**src/sv/u8d_pkg.sv**
```systemverilog
// ----------------------------------------------------------------------------
// u8d_pkg
// Shared types and constants for the UTF-8 stream decoder.
// ----------------------------------------------------------------------------
package u8d_pkg;

  localparam int unsigned CP_W  = 21;
  localparam int unsigned CNT_W = 3;

  // Byte prefix masks and patterns
  localparam logic [7:0] MASK_LEAD2 = 8'he0;
  localparam logic [7:0] PAT_LEAD2  = 8'hc0;
  localparam logic [7:0] MASK_LEAD3 = 8'hf0;
  localparam logic [7:0] PAT_LEAD3  = 8'he0;
  localparam logic [7:0] MASK_LEAD4 = 8'hf8;
  localparam logic [7:0] PAT_LEAD4  = 8'hf0;
  localparam logic [7:0] MASK_CONT  = 8'hc0;
  localparam logic [7:0] PAT_CONT   = 8'h80;
  localparam logic [7:0] MASK_PAYLD = 8'h3f;

  localparam logic [CNT_W-1:0] LEN_NONE = 3'd0;
  localparam logic [CNT_W-1:0] LEN_1    = 3'd1;
  localparam logic [CNT_W-1:0] LEN_2    = 3'd2;
  localparam logic [CNT_W-1:0] LEN_3    = 3'd3;
  localparam logic [CNT_W-1:0] LEN_4    = 3'd4;

  // Everything one input byte causes: err_count error results, then an
  // optional tail result that closes the run.
  typedef struct packed {
    logic [1:0]       err_count;
    logic             has_tail;
    logic [CP_W-1:0]  tail_cp;
    logic             tail_bad;
    logic [CNT_W-1:0] tail_cnt;
  } run_t;

  typedef struct packed {
    logic push;
    logic pop;
  } q_ctrl_t;

  typedef struct packed {
    logic full;
    logic empty;
  } q_stat_t;

endpackage

```
**src/sv/u8d_in_if.sv**
```systemverilog
// ----------------------------------------------------------------------------
// u8d_in_if
// Byte channel: one text byte and its end-of-text mark per beat.
// ----------------------------------------------------------------------------
interface u8d_in_if;
  logic       valid;
  logic       ready;
  logic [7:0] text_byte;
  logic       end_of_text;

  modport source (output valid, text_byte, end_of_text, input ready);
  modport sink   (input valid, text_byte, end_of_text, output ready);
endinterface

```
**src/sv/u8d_out_if.sv**
```systemverilog
// ----------------------------------------------------------------------------
// u8d_out_if
// Result channel: one decoded code point or error per beat.
// ----------------------------------------------------------------------------
interface u8d_out_if;
  logic                           valid;
  logic                           ready;
  logic [u8d_pkg::CP_W-1:0]       code_point;
  logic                           bad_sequence;
  logic [u8d_pkg::CNT_W-1:0]      bytes_consumed;
  logic                           last_of_run;

  modport source (output valid, code_point, bad_sequence, bytes_consumed, last_of_run,
                  input ready);
  modport sink   (input valid, code_point, bad_sequence, bytes_consumed, last_of_run,
                  output ready);
endinterface

```
**src/sv/u8d_front.sv**
```systemverilog
// ----------------------------------------------------------------------------
// u8d_front
// Accepts bytes, tracks the open sequence and emits one run descriptor per
// byte that produces results.
// ----------------------------------------------------------------------------
module u8d_front (
  input  logic            clk,
  input  logic            rst,
  u8d_in_if.sink          text,
  input  u8d_pkg::q_stat_t q_stat,
  output logic            push,
  output u8d_pkg::run_t   run
);

  logic [2:0]                 exp_len, exp_len_next;
  logic [1:0]                 taken, taken_next;
  logic [u8d_pkg::CP_W-1:0]   partial, partial_next;

  logic [7:0]                 b;
  logic                       eot;
  logic                       accept;
  logic                       is_cont;
  logic [2:0]                 lead_len;
  logic [u8d_pkg::CP_W-1:0]   lead_val;
  logic                       lead_tail;
  logic                       lead_bad;
  logic [1:0]                 taken_inc;
  logic [u8d_pkg::CP_W-1:0]   cont_val;
  logic                       seq_done;

  assign text.ready = !q_stat.full;
  assign accept     = text.valid && text.ready;
  assign b          = text.text_byte;
  assign eot        = text.end_of_text;
  assign is_cont    = (b & u8d_pkg::MASK_CONT) == u8d_pkg::PAT_CONT;

  // Lead classification; LEN_NONE marks an invalid lead
  always_comb begin
    lead_len = u8d_pkg::LEN_NONE;
    lead_val = '0;
    priority if (!b[7]) begin
      lead_len = u8d_pkg::LEN_1;
      lead_val = {13'd0, b};
    end else if ((b & u8d_pkg::MASK_LEAD2) == u8d_pkg::PAT_LEAD2) begin
      lead_len = u8d_pkg::LEN_2;
      lead_val = {16'd0, b[4:0]};
    end else if ((b & u8d_pkg::MASK_LEAD3) == u8d_pkg::PAT_LEAD3) begin
      lead_len = u8d_pkg::LEN_3;
      lead_val = {17'd0, b[3:0]};
    end else if ((b & u8d_pkg::MASK_LEAD4) == u8d_pkg::PAT_LEAD4) begin
      lead_len = u8d_pkg::LEN_4;
      lead_val = {18'd0, b[2:0]};
    end else begin
      lead_len = u8d_pkg::LEN_NONE;
    end
  end

  // A lead gives a result unless it opens a multi-byte sequence
  assign lead_tail = (lead_len == u8d_pkg::LEN_1) || (lead_len == u8d_pkg::LEN_NONE) || eot;
  assign lead_bad  = (lead_len != u8d_pkg::LEN_1);

  assign taken_inc = taken + 2'd1;
  assign cont_val  = {partial[u8d_pkg::CP_W-7:0], b[5:0]};
  assign seq_done  = ({1'b0, taken_inc} + 3'd1) >= exp_len;

  always_comb begin
    exp_len_next = exp_len;
    taken_next   = taken;
    partial_next = partial;
    push         = 1'b0;
    run          = '0;
    if (accept) begin
      if (exp_len != u8d_pkg::LEN_NONE && is_cont) begin
        if (seq_done) begin
          push         = 1'b1;
          run.has_tail = 1'b1;
          run.tail_cp  = cont_val;
          run.tail_cnt = exp_len;
          exp_len_next = u8d_pkg::LEN_NONE;
          taken_next   = '0;
          partial_next = '0;
        end else if (eot) begin
          // truncated: lead plus every continuation taken, this one too
          push          = 1'b1;
          run.err_count = taken_inc;
          run.has_tail  = 1'b1;
          run.tail_bad  = 1'b1;
          run.tail_cnt  = u8d_pkg::LEN_1;
          exp_len_next  = u8d_pkg::LEN_NONE;
          taken_next    = '0;
          partial_next  = '0;
        end else begin
          taken_next   = taken_inc;
          partial_next = cont_val;
        end
      end else begin
        if (exp_len != u8d_pkg::LEN_NONE) begin
          // broken sequence: flush errors, then decode this byte as a lead
          run.err_count = taken + 2'd1;
        end
        run.has_tail = lead_tail;
        run.tail_bad = lead_bad;
        run.tail_cp  = lead_bad ? '0 : lead_val;
        run.tail_cnt = u8d_pkg::LEN_1;
        push         = lead_tail || (exp_len != u8d_pkg::LEN_NONE);
        if (lead_tail) begin
          exp_len_next = u8d_pkg::LEN_NONE;
          taken_next   = '0;
          partial_next = '0;
        end else begin
          exp_len_next = lead_len;
          taken_next   = '0;
          partial_next = lead_val;
        end
      end
    end
  end

  always_ff @(posedge clk) begin
    if (rst) begin
      exp_len <= u8d_pkg::LEN_NONE;
      taken   <= '0;
      partial <= '0;
    end else begin
      exp_len <= exp_len_next;
      taken   <= taken_next;
      partial <= partial_next;
    end
  end

endmodule

```
**src/sv/u8d_queue.sv**
```systemverilog
// ----------------------------------------------------------------------------
// u8d_queue
// Small FIFO of run descriptors between the front and the back.
// ----------------------------------------------------------------------------
module u8d_queue #(
  parameter int unsigned DEPTH = 4
) (
  input  logic              clk,
  input  logic              rst,
  input  u8d_pkg::q_ctrl_t  ctrl,
  input  u8d_pkg::run_t     wr_run,
  output u8d_pkg::run_t     head,
  output u8d_pkg::q_stat_t  stat
);

  localparam int unsigned PTR_W = (DEPTH > 1) ? $clog2(DEPTH) : 1;
  localparam int unsigned CNT_W = $clog2(DEPTH + 1);
  localparam logic [PTR_W-1:0] LAST_IDX = PTR_W'(DEPTH - 1);
  localparam logic [CNT_W-1:0] FULL_CNT = CNT_W'(DEPTH);

  u8d_pkg::run_t    entries [DEPTH];
  logic [PTR_W-1:0] wr_ptr, rd_ptr;
  logic [CNT_W-1:0] count;
  logic             do_push, do_pop;

  assign stat.full  = (count == FULL_CNT);
  assign stat.empty = (count == '0);
  assign do_push    = ctrl.push && !stat.full;
  assign do_pop     = ctrl.pop && !stat.empty;
  assign head       = entries[rd_ptr];

  always_ff @(posedge clk) begin
    if (do_push) begin
      entries[wr_ptr] <= wr_run;
    end
  end

  always_ff @(posedge clk) begin
    if (rst) begin
      wr_ptr <= '0;
      rd_ptr <= '0;
      count  <= '0;
    end else begin
      if (do_push) begin
        wr_ptr <= (wr_ptr == LAST_IDX) ? '0 : wr_ptr + PTR_W'(1);
      end
      if (do_pop) begin
        rd_ptr <= (rd_ptr == LAST_IDX) ? '0 : rd_ptr + PTR_W'(1);
      end
      if (do_push && !do_pop) begin
        count <= count + CNT_W'(1);
      end else if (do_pop && !do_push) begin
        count <= count - CNT_W'(1);
      end
    end
  end

endmodule

```
**src/sv/u8d_back.sv**
```systemverilog
// ----------------------------------------------------------------------------
// u8d_back
// Expands the head run descriptor into result beats through an output
// register, one beat per cycle while the result channel is not stalled.
// ----------------------------------------------------------------------------
module u8d_back (
  input  logic              clk,
  input  logic              rst,
  input  u8d_pkg::run_t     head,
  input  u8d_pkg::q_stat_t  q_stat,
  output logic              pop,
  u8d_out_if.source         result
);

  logic [1:0]                 err_idx, err_idx_next;
  logic                       load;
  logic                       in_errs;
  logic                       gen_last;
  logic [u8d_pkg::CP_W-1:0]   gen_cp;
  logic                       gen_bad;
  logic [u8d_pkg::CNT_W-1:0]  gen_cnt;

  assign in_errs = err_idx < head.err_count;

  always_comb begin
    if (in_errs) begin
      gen_cp   = '0;
      gen_bad  = 1'b1;
      gen_cnt  = u8d_pkg::LEN_1;
      gen_last = ((err_idx + 2'd1) == head.err_count) && !head.has_tail;
    end else begin
      gen_cp   = head.tail_cp;
      gen_bad  = head.tail_bad;
      gen_cnt  = head.tail_cnt;
      gen_last = 1'b1;
    end
  end

  assign load = !q_stat.empty && (!result.valid || result.ready);
  assign pop  = load && gen_last;

  always_comb begin
    err_idx_next = err_idx;
    if (pop) begin
      err_idx_next = '0;
    end else if (load) begin
      err_idx_next = err_idx + 2'd1;
    end
  end

  always_ff @(posedge clk) begin
    if (rst) begin
      err_idx      <= '0;
      result.valid <= 1'b0;
    end else begin
      err_idx <= err_idx_next;
      if (load) begin
        result.valid <= 1'b1;
      end else if (result.ready) begin
        result.valid <= 1'b0;
      end
    end
  end

  always_ff @(posedge clk) begin
    if (load) begin
      result.code_point     <= gen_cp;
      result.bad_sequence   <= gen_bad;
      result.bytes_consumed <= gen_cnt;
      result.last_of_run    <= gen_last;
    end
  end

endmodule

```
**src/sv/utf8_stream_decoder.sv**
```systemverilog
// ----------------------------------------------------------------------------
// utf8_stream_decoder
// UTF-8 byte stream to code point decoder with per-byte error reporting.
// ----------------------------------------------------------------------------
// Throughput: one byte accepted per cycle while the run queue has room.
// The first result of a byte passes through the run queue, then the output register.
// A byte that causes k results (up to 4) gives them out of the output register one by one.
// Reset (rst, synchronous) closes any open sequence and empties queue and output.
module utf8_stream_decoder #(
  parameter int unsigned QUEUE_DEPTH = 4
) (
  input  logic       clk,
  input  logic       rst,
  u8d_in_if.sink     text,
  u8d_out_if.source  result
);

  u8d_pkg::q_ctrl_t q_ctrl;
  u8d_pkg::q_stat_t q_stat;
  u8d_pkg::run_t    wr_run;
  u8d_pkg::run_t    head;
  logic             push;
  logic             pop;

  assign q_ctrl.push = push;
  assign q_ctrl.pop  = pop;

  u8d_front u_front (
    .clk    (clk),
    .rst    (rst),
    .text   (text),
    .q_stat (q_stat),
    .push   (push),
    .run    (wr_run)
  );

  u8d_queue #(
    .DEPTH (QUEUE_DEPTH)
  ) u_queue (
    .clk    (clk),
    .rst    (rst),
    .ctrl   (q_ctrl),
    .wr_run (wr_run),
    .head   (head),
    .stat   (q_stat)
  );

  u8d_back u_back (
    .clk    (clk),
    .rst    (rst),
    .head   (head),
    .q_stat (q_stat),
    .pop    (pop),
    .result (result)
  );

endmodule

```
**src/flat_wrapper.sv**
```systemverilog
// flat-port wrapper written by rule: the top's interface ports become plain ports
module utf8_stream_decoder_flat 
#(
  parameter int unsigned QUEUE_DEPTH = 4
)
  (clk, rst, text_valid, text_text_byte, text_end_of_text, text_ready, result_valid, result_code_point, result_bad_sequence, result_bytes_consumed, result_last_of_run, result_ready);
  u8d_in_if text_i ();
  u8d_out_if result_i ();
  input  logic clk;
  input  logic rst;
  input wire logic [$bits(text_i.valid)-1:0] text_valid;
  input wire logic [$bits(text_i.text_byte)-1:0] text_text_byte;
  input wire logic [$bits(text_i.end_of_text)-1:0] text_end_of_text;
  output wire logic [$bits(text_i.ready)-1:0] text_ready;
  output wire logic [$bits(result_i.valid)-1:0] result_valid;
  output wire logic [$bits(result_i.code_point)-1:0] result_code_point;
  output wire logic [$bits(result_i.bad_sequence)-1:0] result_bad_sequence;
  output wire logic [$bits(result_i.bytes_consumed)-1:0] result_bytes_consumed;
  output wire logic [$bits(result_i.last_of_run)-1:0] result_last_of_run;
  input wire logic [$bits(result_i.ready)-1:0] result_ready;
  assign text_i.valid = text_valid;
  assign text_i.text_byte = text_text_byte;
  assign text_i.end_of_text = text_end_of_text;
  assign text_ready = text_i.ready;
  assign result_valid = result_i.valid;
  assign result_code_point = result_i.code_point;
  assign result_bad_sequence = result_i.bad_sequence;
  assign result_bytes_consumed = result_i.bytes_consumed;
  assign result_last_of_run = result_i.last_of_run;
  assign result_i.ready = result_ready;
  utf8_stream_decoder #(.QUEUE_DEPTH(QUEUE_DEPTH)) u_core (.clk(clk), .rst(rst), .text(text_i), .result(result_i));
endmodule
```
**config.mk**
```make
export PLATFORM = sky130hd
export DESIGN_NAME = utf8_stream_decoder_flat
export DESIGN_NICKNAME = d
export VERILOG_FILES = /design/src/sv/u8d_pkg.sv /design/src/sv/u8d_in_if.sv /design/src/sv/u8d_out_if.sv /design/src/sv/u8d_front.sv /design/src/sv/u8d_queue.sv /design/src/sv/u8d_back.sv /design/src/sv/utf8_stream_decoder.sv /design/src/flat_wrapper.sv
export SDC_FILE = /design/constraint.sdc
export NUM_CORES = 1
export LEC_CHECK = 0
export BUFFER_PORTS_ARGS = -buffer_cell sky130_fd_sc_hd__buf_4
export CAP_MARGIN = 20
export CORE_MARGIN = 1.5
export CORE_UTILIZATION = 56
export DETAILED_ROUTE_END_ITERATION = 8
export GPL_TIMING_DRIVEN = 1
export PLACE_DENSITY = 0.74
export SETUP_SLACK_MARGIN = 0.4
export SLEW_MARGIN = 20
export SYNTH_ARGS = -nofsm -noshare
export SYNTH_HDL_FRONTEND = slang
export SYNTH_HIERARCHICAL = 1
export SYNTH_SLANG_ARGS = --single-unit
```
**constraint.sdc**
```tcl
create_clock -name clk -period 6.9 [get_ports clk]
set_clock_uncertainty 0.05 [all_clocks]
set_input_delay 1.035 -clock clk [delete_from_list [all_inputs] [get_ports clk]]
set_output_delay 1.035 -clock clk [all_outputs]
set_load 0.01 [all_outputs]
```
==> flow_summary.ini <==
[critical_path]
worstPathRequired_ns = 7.20
crit_path_max_fanout = 28
worst_path_max_delay_cell = mux4_2
critPathTopFamily = simple AND/OR/NAND/NOR gates
crit_type = reg2reg
cp-end-kind = flip-flop
start_kind = flip-flop
reg2reg_depth = 14
r2r_end = u_core/u_queue/count[2]
reg2reg_slack_ns = 2.60
crit_end = u_core/u_queue/count[2]
path_cells = buf_4, mux4_2, inv_1, ha_1, nor2b_4, nor2_4, a31oi_1, o31ai_2, ha_1, inv_1, fa_1, xor2_1, or3_1, a21oi_1
cp_data_arrival_time_ns = 4.60
crit_buf_inv = 3
critPathMaxStageDelay_ns = 0.62
path_depth = 14

[cells_and_area]
stdcell_count = 655
final_common_cell = edfxtp_1
drive_gt1_share_pct = 25.67
regArea_mm2 = 0.004786
final_area_mm2 = 0.008105
final_net_count = 500
area_delta_synth_final_pct = 15.78
layout_common_cells = edfxtp_1, buf_4, dfxtp_1, mux4_2, nor2b_1
multiInputGateArea_mm2 = 0.002028
fill_cells = 845
diodes = 0

[clock_network]
post_cts_buffers = 0
h-tree-depth = 4
cts_tree = yes
path_clk_slew_ns = 0.06
cts_resized = 0
cts_buffers = 17
ctsRootBufferMaster = clkbuf_16
hold_buffers = 0
clock_sinks = 170
clock_latency_ns = 0.42
ctsLongestPathBuffers = 2

[status]
status = completed

[logic_synthesis]
synth_enable_flop_cells = 138
synth_fp_nets = 455
synthCells = 429
syn-mean-instance-area_um2 = 16.32
seq_area_frac_synth_pct = 68.35
yosys_warnings = 6
synth_area_leaders = edfxtp_1, dfxtp_1, mux4_2
synth_seq_cells = 170
yosys.area.top_type = edfxtp_1
synth_top_area_share_pct = 59.20
async_reset_ff_share_pct = 0
synthesis.area_mm2 = 0.007000
synth_flop_cell = edfxtp_1
netlist-cell-type-count = 54

[floorplanning]
initial_utilization_pct = 57.80
core_mm2 = 0.01211
num_rows = 40
die_area_mm2 = 0.01318
num_io_pins = 41
die_x_um = 114.8
die_h_um = 114.8

[routing]
ant_nets = 0
drc_errors = 0
highest_layer = met4
dr_wl_met2_mm = 6.046
dr.pass1.iters = 4
wl_met3_um = 616
vias_per_cell = 5.605
drt_iter0_markers = 234
vias = 3671
wl_per_cell_um = 18.63
wl_met1_mm = 5.392
routed_wirelength_mm = 12.20

[place]
hpwl_mm = 7.380
place_congestion = 0.8573
placedCellCount = 623
placed_area_mm2 = 0.007433
io_buffers = 40

[global_route]
grt_pass1_wl_mm = 19.76
grt_pass1_vias = 3791
track_usage_pct = 20.57
grt_antenna_before_repair = 0
grt_max_degree = 37
gr-total-overflow = 0

[power]
vdd_drop_max_v = 0.0002439
p_leak_nw = 2.765
power.switching_uw = 882.9
power_switching_share_pct = 26.89
p_per_area_mw_per_mm2 = 405.1
clockPowerShare_pct = 32.3
combPwrFrac_pct = 24.5
p_int_mw = 2.401
sequentialPowerShare_pct = 43.1

[timing]
rsz0062_at_grt = false
tightest_slew_ns = 0.7930
setup-tns-final_ns = 0
max_freq_ghz = 0.2325
period_needed_ns = 4.301
max_slew_margin_pct = 47.13
final.period_utilization_pct = 62.33
hold_viol_final = 0
slew_viol_final = 0
final-setup-viol-count = 0

[job]
maxCapViolCount = 0

[worst_hold_path]
worstHoldStart = u_core/u_front/partial[13]
hold_path_class = reg2reg
## cells in the mapped netlist (all sizes together) (6+ instances only)
master	count
o21ai	7
nor2	10
nor3	9
nand2b	11
and2	16
inv	14
dfxtp	32
mux2i	6
a21oi	18
nand2	17
nand4	8
buf	14
nand3b	6
edfxtp	138
mux4	28
ha	12
nor2b	25
nor3b	9
a31oi	6
## per-stage QoR
step / hold WS, ns / utilization [%] / power, mW / setup WS (ns)
global placement: 0.3933 / 61.37 / 2.221 / 2.747
floorplan: 0.3773 / - / 1.983 / 3.307
CTS: 0.4067 / 66.92 / 3.320 / 2.497
finish: 0.4043 / 66.92 / 3.284 / 2.599
detailed placement: 0.3944 / 61.37 / 2.255 / 2.542
global route: 0.4333 / 66.92 / 3.443 / 2.250
## cells by family (layout without fill, tap and decap cells)
kind of cell               Yosys count  count (layout)  share of synthesized area [%]
AOI/OAI and AO/OA                   41              41                          4.111
xor gates and xnor gates             4               4                         0.5005
DFF                                170             170                          68.35
buffers and inverters               34              92                          2.752
adders and majority gates           13              13                          2.431
and+or+nand+nor                    133             133                          11.99
muxes                               34              34                          9.866
## worst min path at each step
stage / slack (ns) / endpoint / cells after the start
2_1_floorplan: 0.38 / u_core/u_front/partial[10] / 2
5_1_grt: 0.43 / u_core/u_front/partial[13] / 2
4_1_cts: 0.41 / u_core/u_front/partial[13] / 2
6_report: 0.40 / u_core/u_front/partial[13] / 2
3_5_place_dp: 0.39 / u_core/u_front/partial[11] / 2
3_3_place_gp: 0.39 / u_core/u_front/partial[14] / 2
## state kept, by name, indices dropped and copies added (netlist names), named ones only
signal / flops
u_core/u_queue/rd_ptr: 2
u_core/u_front/taken: 2
u_core/u_queue/wr_ptr: 2
u_core/u_back/result.bad_sequence: 1
u_core/u_back/result.valid: 1
u_core/u_back/result.code_point: 21
u_core/u_back/result.bytes_consumed: 3
u_core/u_back/result.last_of_run: 1
u_core/u_queue/count: 3
u_core/u_front/exp_len: 3
u_core/u_back/err_idx: 2
u_core/u_queue/entries: 112
u_core/u_front/partial: 15
## cell type report
cell class                      count  share of cell area, %
Multi-Input combinational cell    225                  25.02
Clock inverter                     15                  3.041
Timing Repair Buffer               44                  4.075
Sequential cell                   170                  59.05
Tap cell                          168                  2.593
Inverter                           16                 0.9725
Clock buffer                       17                  5.249
## per-layer routing
metal  GRT usage, %  vias up
li1               -     1732
met4          8.642        0
met5              0        -
met1          26.73     1838
met2          33.97       91
met3          4.639       10
## worst min-delay path: stages, from the launching register on
cell and delay (ns):
dfxtp_1 0.31, nand2_1 0.05, a21oi_1 0.05
## power by group through the flow
stage / clock network (mW) / logic (mW) / registers, mW
2_1_floorplan: 0 / 0.515 / 1.47
3_3_place_gp: 0 / 0.792 / 1.43
3_5_place_dp: 0 / 0.817 / 1.44
4_1_cts: 1.08 / 0.826 / 1.42
5_1_grt: 1.12 / 0.885 / 1.43
6_report: 1.06 / 0.806 / 1.42
Note: power is estimated with default switching activity, not from simulation.
